File: src/rtl/stereo_bus_saturator_top_macros.svh
// Assertion macros used by the stereo bus saturator top level.
`ifndef STEREO_BUS_SATURATOR_TOP_MACROS_SVH
`define STEREO_BUS_SATURATOR_TOP_MACROS_SVH

// The consequence must hold in the same cycle as the antecedent.
`define SBS_ASSERT_NOW(label, clk, rst_n, ante, cons) \
    label: assert property (@(posedge clk) disable iff (!rst_n) (ante) |-> (cons)) \
        else $error("sbs assertion failed (same cycle)");

// The consequence must hold in the cycle after the antecedent.
`define SBS_ASSERT_NEXT(label, clk, rst_n, ante, cons) \
    label: assert property (@(posedge clk) disable iff (!rst_n) (ante) |=> (cons)) \
        else $error("sbs assertion failed (next cycle)");

`endif

File: src/rtl/sbs_pkg.sv
// Shared types, constants and elaboration-time table functions of the bus saturator.
package sbs_pkg;

    localparam int SAMPLE_BITS_DEF  = 24;
    localparam int SHAPER_DEPTH_DEF = 1024;

    localparam int CFG_IDX_W  = 3;
    localparam int CFG_DATA_W = 32;

    localparam logic [CFG_IDX_W-1:0] CFG_PRE_B0       = 3'd0;
    localparam logic [CFG_IDX_W-1:0] CFG_PRE_A1       = 3'd1;
    localparam logic [CFG_IDX_W-1:0] CFG_PRE_A2       = 3'd2;
    localparam logic [CFG_IDX_W-1:0] CFG_POST_B0      = 3'd3;
    localparam logic [CFG_IDX_W-1:0] CFG_POST_A1      = 3'd4;
    localparam logic [CFG_IDX_W-1:0] CFG_POST_A2      = 3'd5;
    localparam logic [CFG_IDX_W-1:0] CFG_TARGET_GAIN  = 3'd6;
    localparam logic [CFG_IDX_W-1:0] CFG_BLOCK_LENGTH = 3'd7;

    localparam logic [17:0] TARGET_GAIN_RST  = 18'd67502;
    localparam logic [12:0] BLOCK_LENGTH_RST = 13'd256;

    localparam logic [31:0] RATE_FLOOR = 32'h0040_0000;
    localparam logic [31:0] DECAY_MUL  = 32'd4294537799;
    localparam logic [31:0] DECAY_SUB  = 32'd655;
    localparam logic [63:0] W_GOLD     = 64'd2654435769;
    localparam logic [63:0] W_REST     = 64'd1640531527;

    localparam logic [31:0] ATAN_Q30 [11] = '{
        32'd843314857, 32'd497837830, 32'd263043837, 32'd133525159, 32'd67021687,
        32'd33543516, 32'd16775851, 32'd8388437, 32'd4194283, 32'd2097149,
        32'd1048576
    };

    typedef struct packed {
        logic signed [31:0] b0;
        logic signed [31:0] a1;
        logic signed [31:0] a2;
    } t_biquad_coef;

    typedef struct packed {
        logic        start;
        logic        first;
        logic [17:0] target;
        logic [12:0] block_len;
    } t_gain_ctl;

    typedef struct packed {
        logic        done;
        logic [29:0] trim;
    } t_gain_sts;

    typedef struct packed {
        logic        start;
        logic [29:0] trim;
    } t_lane_ctl;

    // Round half up, then arithmetic shift right.
    function automatic logic signed [63:0] sbs_rshr(input logic signed [63:0] v,
                                                    input int unsigned s);
        logic signed [63:0] bias;
        if (s == 0) begin
            return v;
        end
        bias = 64'sd1 <<< (s - 1);
        return (v + bias) >>> s;
    endfunction

    function automatic logic signed [31:0] sbs_sat32(input logic signed [63:0] v);
        if (v > 64'sd2147483647) begin
            return 32'sh7FFF_FFFF;
        end
        if (v < -64'sd2147483648) begin
            return 32'sh8000_0000;
        end
        return v[31:0];
    endfunction

    function automatic logic [63:0] sbs_isqrt(input logic [63:0] v);
        logic [63:0] r;
        logic [63:0] rem;
        logic [63:0] bv;
        r   = '0;
        rem = v;
        for (int i = 0; i < 32; i++) begin
            bv = 64'd1 << (62 - 2 * i);
            if (rem >= r + bv) begin
                rem = rem - (r + bv);
                r   = (r >> 1) + bv;
            end else begin
                r = r >> 1;
            end
        end
        return r;
    endfunction

    function automatic logic [63:0] sbs_udiv(input logic [63:0] n, input logic [63:0] d);
        logic [64:0] rem;
        logic [63:0] q;
        rem = '0;
        q   = '0;
        for (int i = 63; i >= 0; i--) begin
            rem = {rem[63:0], n[i]};
            if (rem >= {1'b0, d}) begin
                rem  = rem - {1'b0, d};
                q[i] = 1'b1;
            end
        end
        return q;
    endfunction

    // Arcsine of a Q.30 value in [0, 1] by CORDIC vectoring.
    function automatic logic [63:0] sbs_asin(input logic [63:0] u);
        logic signed [63:0] x;
        logic signed [63:0] y;
        logic signed [63:0] z;
        logic signed [63:0] step;
        logic signed [63:0] dx;
        logic signed [63:0] dy;
        logic [63:0]        uu;
        if (u == 64'd0) begin
            return 64'd0;
        end
        uu = (u > (64'd1 << 30)) ? (64'd1 << 30) : u;
        x  = $signed(sbs_isqrt((64'd1 << 60) - uu * uu));
        y  = $signed(uu);
        z  = '0;
        for (int i = 0; i < 30; i++) begin
            step = (i < 11) ? $signed({32'd0, ATAN_Q30[i]}) : (64'sd1 <<< (30 - i));
            dx   = y >>> i;
            dy   = x >>> i;
            if (y > 0) begin
                x = x + dx;
                y = y - dy;
                z = z + step;
            end else begin
                x = x - dx;
                y = y + dy;
                z = z - step;
            end
        end
        return (z > 0) ? $unsigned(z) : 64'd0;
    endfunction

    // Saturator curve at a Q.30 point, result Q.30.
    function automatic logic [31:0] sbs_shaper_point(input logic [63:0] u);
        logic [63:0] a1;
        logic [63:0] a2;
        logic [63:0] q;
        logic [63:0] f;
        if (u == 64'd0) begin
            return 32'd0;
        end
        a1 = sbs_asin((u * u + (64'd1 << 29)) >> 30);
        a2 = sbs_asin(u);
        q  = sbs_udiv((a1 << 30) + (u >> 1), u);
        if (q > 64'h7FFF_FFFF) begin
            q = 64'h7FFF_FFFF;
        end
        if (a2 > 64'h7FFF_FFFF) begin
            a2 = 64'h7FFF_FFFF;
        end
        f = (q * W_GOLD + a2 * W_REST + (64'd1 << 31)) >> 32;
        return f[31:0];
    endfunction

    function automatic logic [31:0] sbs_rom_value(input int k, input int depth);
        logic [63:0] u;
        u = sbs_udiv(64'(k) << 30, 64'(depth));
        return sbs_shaper_point(u);
    endfunction

endpackage

File: src/rtl/sbs_gain.sv
// Shared gain unit: chase rate, smoothed gain by bit-serial division, trim by bit-serial root.
module sbs_gain
    import sbs_pkg::*;
(
    input  logic      i_clk,
    input  logic      i_rst_n,
    input  t_gain_ctl i_ctl,
    output t_gain_sts o_sts
);
    localparam logic [2:0] G_IDLE  = 3'd0;
    localparam logic [2:0] G_DECAY = 3'd1;
    localparam logic [2:0] G_SUB   = 3'd2;
    localparam logic [2:0] G_GMUL  = 3'd3;
    localparam logic [2:0] G_NUM   = 3'd4;
    localparam logic [2:0] G_DIV   = 3'd5;
    localparam logic [2:0] G_SQRT  = 3'd6;
    localparam logic [2:0] G_DONE  = 3'd7;

    logic [2:0]  r_state, n_state;
    logic [31:0] r_rate, n_rate;
    logic [31:0] r_g, n_g;
    logic        r_primed, n_primed;
    logic [4:0]  r_cnt, n_cnt;
    logic [63:0] r_prod, n_prod;
    logic [32:0] r_den, n_den;
    logic [32:0] r_rem, n_rem;
    logic [31:0] r_q, n_q;
    logic [59:0] r_rad, n_rad;
    logic [29:0] r_root, n_root;
    logic [31:0] r_srem, n_srem;
    logic [29:0] r_trim, n_trim;

    logic [31:0] w_tq;
    logic [31:0] w_cap;
    logic [31:0] w_start_rate;
    logic [31:0] w_mul_a;
    logic [31:0] w_mul_b;
    logic [31:0] w_decayed;
    logic [32:0] w_den;
    logic [63:0] w_num;
    logic [33:0] w_div_t;
    logic        w_div_bit;
    logic [31:0] w_q_next;
    logic [32:0] w_sq_t;
    logic [32:0] w_sq_trial;
    logic        w_sq_bit;
    logic [29:0] w_root_next;

    assign w_tq  = {2'b00, i_ctl.target, 12'd0};
    assign w_cap = {3'b000, i_ctl.block_len, 16'd0};

    // Block start: double the rate while the gain still moves, then cap it.
    always_comb begin
        w_start_rate = r_rate;
        if (i_ctl.first || !r_primed) begin
            if (!r_primed || (r_g != w_tq)) begin
                w_start_rate = r_rate[31] ? 32'hFFFF_FFFF : {r_rate[30:0], 1'b0};
            end
            if (w_start_rate > w_cap) begin
                w_start_rate = w_cap;
            end
        end
    end

    assign w_mul_a   = (r_state == G_GMUL) ? r_g : r_rate;
    assign w_mul_b   = (r_state == G_GMUL) ? r_rate : DECAY_MUL;
    assign w_decayed = r_prod[63:32];

    assign w_den = {1'b0, r_rate} + 33'd65536;
    assign w_num = r_prod + {16'd0, w_tq, 16'd0} + {32'd0, w_den[32:1]};

    assign w_div_t   = {r_rem, r_q[31]};
    assign w_div_bit = (w_div_t >= {1'b0, r_den});
    assign w_q_next  = {r_q[30:0], w_div_bit};

    assign w_sq_t      = {r_srem[30:0], r_rad[59:58]};
    assign w_sq_trial  = {1'b0, r_root, 2'b01};
    assign w_sq_bit    = (w_sq_t >= w_sq_trial);
    assign w_root_next = {r_root[28:0], w_sq_bit};

    always_comb begin
        n_state  = r_state;
        n_rate   = r_rate;
        n_g      = r_g;
        n_primed = r_primed;
        n_cnt    = r_cnt;
        n_prod   = {32'd0, w_mul_a} * {32'd0, w_mul_b};
        n_den    = r_den;
        n_rem    = r_rem;
        n_q      = r_q;
        n_rad    = r_rad;
        n_root   = r_root;
        n_srem   = r_srem;
        n_trim   = r_trim;
        unique case (r_state)
            G_IDLE: begin
                if (i_ctl.start) begin
                    n_rate = w_start_rate;
                    if (!r_primed) begin
                        n_g      = w_tq;
                        n_primed = 1'b1;
                    end
                    n_state = G_DECAY;
                end
            end
            G_DECAY: begin
                n_state = G_SUB;
            end
            G_SUB: begin
                if (w_decayed < RATE_FLOOR + DECAY_SUB) begin
                    n_rate = RATE_FLOOR;
                end else begin
                    n_rate = w_decayed - DECAY_SUB;
                end
                n_state = G_GMUL;
            end
            G_GMUL: begin
                n_state = G_NUM;
            end
            G_NUM: begin
                // The quotient fits 32 bits, so the upper half is already below the divisor.
                n_den   = w_den;
                n_rem   = {1'b0, w_num[63:32]};
                n_q     = w_num[31:0];
                n_cnt   = '0;
                n_state = G_DIV;
            end
            G_DIV: begin
                n_rem = w_div_bit ? 33'(w_div_t - {1'b0, r_den}) : w_div_t[32:0];
                n_q   = w_q_next;
                n_cnt = r_cnt + 5'd1;
                if (r_cnt == 5'd31) begin
                    n_g     = w_q_next;
                    n_rad   = {w_q_next[31:0], 28'd0};
                    n_root  = '0;
                    n_srem  = '0;
                    n_cnt   = '0;
                    n_state = G_SQRT;
                end
            end
            G_SQRT: begin
                n_srem = w_sq_bit ? 32'(w_sq_t - w_sq_trial) : w_sq_t[31:0];
                n_root = w_root_next;
                n_rad  = {r_rad[57:0], 2'b00};
                n_cnt  = r_cnt + 5'd1;
                if (r_cnt == 5'd29) begin
                    n_trim  = w_root_next;
                    n_state = G_DONE;
                end
            end
            G_DONE: begin
                n_state = G_IDLE;
            end
            default: begin
                n_state = G_IDLE;
            end
        endcase
    end

    always_ff @(posedge i_clk) begin
        if (!i_rst_n) begin
            r_state  <= G_IDLE;
            r_rate   <= RATE_FLOOR;
            r_g      <= '0;
            r_primed <= 1'b0;
            r_cnt    <= '0;
        end else begin
            r_state  <= n_state;
            r_rate   <= n_rate;
            r_g      <= n_g;
            r_primed <= n_primed;
            r_cnt    <= n_cnt;
        end
    end

    always_ff @(posedge i_clk) begin
        r_prod <= n_prod;
        r_den  <= n_den;
        r_rem  <= n_rem;
        r_q    <= n_q;
        r_rad  <= n_rad;
        r_root <= n_root;
        r_srem <= n_srem;
        r_trim <= n_trim;
    end

    assign o_sts.done = (r_state == G_DONE);
    assign o_sts.trim = r_trim;
endmodule

File: config.mk
export PLATFORM = sky130hd
export DESIGN_NAME = sbs_gain
export DESIGN_NICKNAME = d
export VERILOG_FILES = /design/src/rtl/stereo_bus_saturator_top_macros.svh /design/src/rtl/sbs_pkg.sv /design/src/rtl/sbs_gain.sv
export SDC_FILE = /design/constraint.sdc
export NUM_CORES = 2
export LEC_CHECK = 0
export ABC_AREA = 1
export BUFFER_PORTS_ARGS = -buffer_cell sky130_fd_sc_hd__buf_2
export CAP_MARGIN = 0
export CORE_MARGIN = 4
export CORE_UTILIZATION = 45
export CTS_CLUSTER_DIAMETER = 120
export DETAILED_ROUTE_END_ITERATION = 8
export PLACE_DENSITY_LB_ADDON = 0.1
export SYNTH_ARGS = -nofsm -noshare
export SYNTH_HDL_FRONTEND = slang
export SYNTH_SLANG_ARGS = --single-unit
File: constraint.sdc
create_clock -name i_clk -period 10.7 [get_ports i_clk]
set_input_delay 1.07 -clock i_clk [delete_from_list [all_inputs] [get_ports i_clk]]
set_output_delay 1.07 -clock i_clk [all_outputs]
set_load 0.05 [all_outputs]
Word level (Yosys, flattened, before mapping)
Index checks and enable logic that the tools add are counted.
{"block": "totals", "ff_bits": 386, "inputBits": 35, "out_inout_bits": 31}
{"block": "classes", "n_addsub": 7, "mul": 1, "order_cmp": 4, "eq_ne": 15, "muxes": 30, "n_reduce_logical": 15}
{"operator": "two-way mux 32 bit", "count": 12}
{"operator": "one-hot mux 32 bit (2 select lines)", "count": 3}
{"operator": "one-hot mux 60 bit (2 select lines)", "count": 1}
{"operator": "one-hot mux 33 bit (2 select lines)", "count": 1}
{"operator": "adder 64 x 32 -> 64 bit", "count": 1}
{"operator": "adder 64 x 46 -> 64 bit", "count": 1}
{"operator": "multiplier 32 x 32 -> 64 bit", "count": 1}
{"operator": "two-way mux 31 bit", "count": 2}
{"operator": "one-hot mux 31 bit (2 select lines)", "count": 1}
{"operator": "two-way mux 60 bit", "count": 1}
{"operator": "one-hot mux 30 bit (2 select lines)", "count": 1}
{"operator": ">= comparator 34 x 33 -> 1 bit", "count": 1}
{"operator": "adder 32 x 17 -> 33 bit, second input constant", "count": 1}
{"operator": ">= comparator 33 x 32 -> 1 bit", "count": 1}
{"operator": "two-way mux 33 bit", "count": 1}
{"operator": "subtractor 33 bit", "count": 1}
{"operator": "greater-than comparator 32 x 29 -> 1 bit", "count": 1}
{"operator": "less-than comparator 32 x 23 -> 1 bit, second input constant", "count": 1}
{"operator": "inequality test 32 x 30 -> 1 bit", "count": 1}
{"operator": "subtractor 32 x 10 -> 32 bit, second input constant", "count": 1}
{"operator": "subtractor 31 bit", "count": 1}
{"operator": "two-way mux 30 bit", "count": 1}
{"operator": "one-hot mux 3 bit (8 select lines)", "count": 1}
{"operator": "one-hot mux 5 bit (3 select lines)", "count": 1}
{"operator": "16 further kinds", "count": 34}

Depth between registers and ports, before layout
{"block": "logic_depth", "depth_word": 9, "depth_mapped": 36, "depth_no_buf": 34}

Least setup slack after synthesis
Ideal clock, no wire load.
{"block": "synth_path", "kind": "flip-flop to flip-flop", "from": "register r_state[0]", "to": "register r_rad[28], enable pin", "setup_ns": 0.673, "t_arrival_ns": 7.777, "required_ns": 10.027, "setup_slack_ns": 2.250, "path_stages_with_launch": 7, "cell_sequence": "dfxtp_1 inv_1 nor3_1 clkbuf_1 inv_2 clkbuf_1 o21ai_0"}
{"block": "synth_via", "elab_chain_cells": 3}
{"element": "from (decl)", "line_no": "sbs_gain.sv:19", "rtl": "logic [2:0] r_state, n_state;"}
{"element": "from (signal assigned)", "line_no": "sbs_gain.sv:168", "rtl": "r_state <= n_state;"}
{"element": "equality test 3 bit", "line_no": "sbs_gain.sv:95", "rtl": "unique case (r_state)"}
{"element": "inequality test 2 bit (no source line) / nonzero test 2 bit (equally long branches)"}
{"element": "AND reduction 2 bit (no source line) *"}
{"element": "to (signal assigned)", "line_no": "sbs_gain.sv:181", "rtl": "r_rad <= n_rad;"}
{"element": "to (decl)", "line_no": "sbs_gain.sv:28", "rtl": "logic [59:0] r_rad, n_rad;"}
Mark *: on every way between the ends. The rest lies on a longest branch, timed or not.
A chain may end at the register's enable or synchronous reset.

Worst setup path in the final report
{"block": "layout_path", "from": "register r_state[1]", "to": "register r_prod[45]"}
{"block": "layout_via", "elab_chain_cells": 3}
{"element": "equality test 3 x 2 -> 1 bit *", "line_no": "sbs_gain.sv:65, sbs_gain.sv:66"}
{"element": "two-way mux 32 bit (on tied branches)", "line_no": "sbs_gain.sv:65, sbs_gain.sv:66"}
{"element": "multiplier 32 x 32 -> 64 bit *", "line_no": "sbs_gain.sv:87", "rtl": "n_prod = {32'd0, w_mul_a} * {32'd0, w_mul_b};"}
{"element": "via n_prod[45]", "line_no": "sbs_gain.sv:24", "rtl": "logic [63:0] r_prod, n_prod;"}
{"element": "to (signal assigned)", "line_no": "sbs_gain.sv:177", "rtl": "r_prod <= n_prod;"}
{"element": "to (decl)", "line_no": "sbs_gain.sv:24"}
Mark *: on every way through the listed nets, which the timed path passes. The rest lies on a longest branch.

==> results.json <==
{
  "synth_area_leaders": "fa_1 33%, edfxtp_1 12%, ha_1 9.8%",
  "fp.dieW_um": 359,
  "antenna_left": 0,
  "cap_violations": 0,
  "coreArea_sq_um": 122000,
  "grt_pass1_wl_mm": 332,
  "finalSetupViolCount": 0,
  "drive_gt1_frac": 0.0522,
  "final_net_count": 8316,
  "core.rowCount": 128,
  "slowest_stage": "inv_1",
  "port_buffers": 65,
  "syn_nets": 8271,
  "cts_tree": "built",
  "hp-class": "reg2reg",
  "ys_async_sr_fraction": 0,
  "endpoint_kind": "flip-flop",
  "skew_ns": 0.0373,
  "dp_hpwl_mm": 185,
  "fmax_mhz": 96.3,
  "cts_setup_buffers": 0,
  "initial_utilization": 0.454,
  "cp-start-kind": "flip-flop",
  "routed_wl_mm": 223,
  "final_max_slew_viol_count": 0,
  "wl_per_cell_um": 26.0,
  "grt_max_degree": 72,
  "track_usage": 0.348,
  "cts_buffer_depth": 3,
  "clkTransAtPathRegs_ns": 0.06,
  "io_pins": 66,
  "cts-root-buf": "clkbuf_16",
  "r2r-start": "r_state[1]",
  "ys.flop_type": "edfxtp_1",
  "cts.sinks": 358,
  "drtPass1Iterations": 6,
  "gp_congestion": 1.03,
  "area_growth_pct": 7.48,
  "synth.distinct_cells": 59,
  "yosysTopAreaCell": "fa_1",
  "hold_viol_final": 0,
  "chipHeight_um": 359,
  "synth_cells": 6900,
  "synth-edff-count": 221,
  "htreeDepth": 2,
  "crit_arrival_ns": 10.81,
  "max_stage_delay_ns": 0.63,
  "synth.avg_cell_area_sq_um": 8.03,
  "vias_per_cell": 5.56,
  "outcome": "finished, final reports clean",
  "critical_path.max_fanout": 28,
  "yosysMostFrequentCell": "inv_1",
  "synth_common_cells": "1373 x inv_1, 1148 x nand2_1, 1052 x nor2_1",
  "drc": 0,
  "overflow": 0,
  "tightestPinTransition_ns": 1.39,
  "period_needed_ns": 10.39,
  "yosys_warnings": 0,
  "grt_pass1_vias": 49125,
  "vias": 47834,
  "cp.required_ns": 11.13,
  "tns_ns": 0,
  "antenna_found_initial": 7,
  "rsz0062_at_grt": "false",
  "nFillCells": 12343,
  "ys_seq_area_frac": 0.169,
  "post-route-period-util": 0.971,
  "critical_path_class": "reg2reg",
  "insertion_delay_ns": 0.61,
  "relSlewSlack": 0.0629,
  "synth_area_sq_um": 55400,
  "cp_common_cell": "fa_1",
  "cts_buffers": 41,
  "yosys.area.top_type_share": 0.326,
  "drtIter0Drc": 4872,
  "worstSetupStartpoint": "r_state[1]",
  "ys_ff_latch": 358,
  "min_from": "r_root[7]",
  "dieArea_sq_um": 129000
}
==> critical path: cells and delay by family (launching register included) <==
family / cells / cell delay (ns)
adders and majority gates: 9 / 4.45
AOI/OAI and AO/OA: 6 / 2.08
buffers and inverters: 8 / 1.87
and+or+nand+nor: 6 / 1.29
DFF: 1 / 0.49
==> area by class of cell <==
class	instances	area, sq um	share of cell area
Inverter	1422	5340	0.0896
Multi-Input combinational cell	4912	40000	0.672
Antenna cell	3	7.51	0.000126
Clock inverter	16	181	0.00305
Clock buffer	57	1180	0.0198
Timing Repair Buffer	210	1430	0.0239
Tap cell	1625	2030	0.0341
Sequential cell	358	9380	0.157
==> metrics by stage <==
step	util	hold WS [ns]	setup WS (ns)	instances	area, sq um
2_1_floorplan	-	0.426	2.25	6900	55400
3_3_place_gp	0.477	0.432	0.279	8527	58200
3_5_place_dp	0.477	0.432	0.238	8527	58200
4_1_cts	0.488	0.447	0.190	8600	59500
5_1_grt	0.488	0.461	0.0924	8601	59600
6_report	0.488	0.445	0.315	8603	59600
==> final timing paths <==
| check | cells past startpoint | slack [ns] | end |
|---|---|---|---|
| hold / removal | 0 | 0.45 | r_trim[8] |
| setup reg to reg | 29 | 0.31 | r_prod[45] |
| setup / recovery | 29 | 0.31 | r_prod[45] |
| hold reg to reg | 0 | 0.45 | r_trim[8] |
==> kinds of logic (layout without fill, tap and decap cells) <==
kind of cell    after synthesis  after routing  synth area share
compound gates              918            918            0.0907
xor+xnor                    169            169            0.0267
fa+ha+maj                  1336           1336             0.424
buf+inv                    1630           1705             0.112
flops                       358            358             0.169
other cells                   0              3                 0
simple gates               2489           2489             0.178
==> layout by cell type, fill, tap and decap left out, types with 40 or more instances in the layout <==
cell,netlist,layout
fa_1,902,902
xnor2_1,59,59
nand2_1,1148,1147
nand3_1,156,156
buf_4,2,144
dfxtp_1,137,137
o21ai_0,329,328
xor2_1,110,110
clkbuf_16,0,45
inv_1,1373,1373
a21oi_1,406,396
nor2_1,1052,1035
ha_1,434,434
buf_2,12,65
a31oi_1,40,40
edfxtp_1,221,221
==> flip-flops by register name (all words and copies together) (netlist names), 5 cells and up <==
register,cells
r_cnt,5
r_den,33
r_rate,32
r_rad,32
r_srem,31
r_g,32
r_trim,30
r_root,30
r_prod,64
r_q,32
r_rem,33
==> routing by layer <==
layer,global-route usage,routed length (um),share of wire,vias to the layer above
met5,0,10,0.000045,-
met4,0.174,14000,0.063,2
met3,0.0611,19500,0.087,478
met2,0.532,96400,0.43,2197
met1,0.479,93400,0.42,23817
li1,-,-,-,21340
==> timing repair <==
action,in CTS,in global routing
hold buffers,0,0
endpoints found under the hold margin,0,0
gates resized for setup,0,1
setup endpoints to repair,0,10
Power is left out: the tool's default activity adds up to more than one toggle a clock period on the data nets, which glitch-free logic cannot reach.
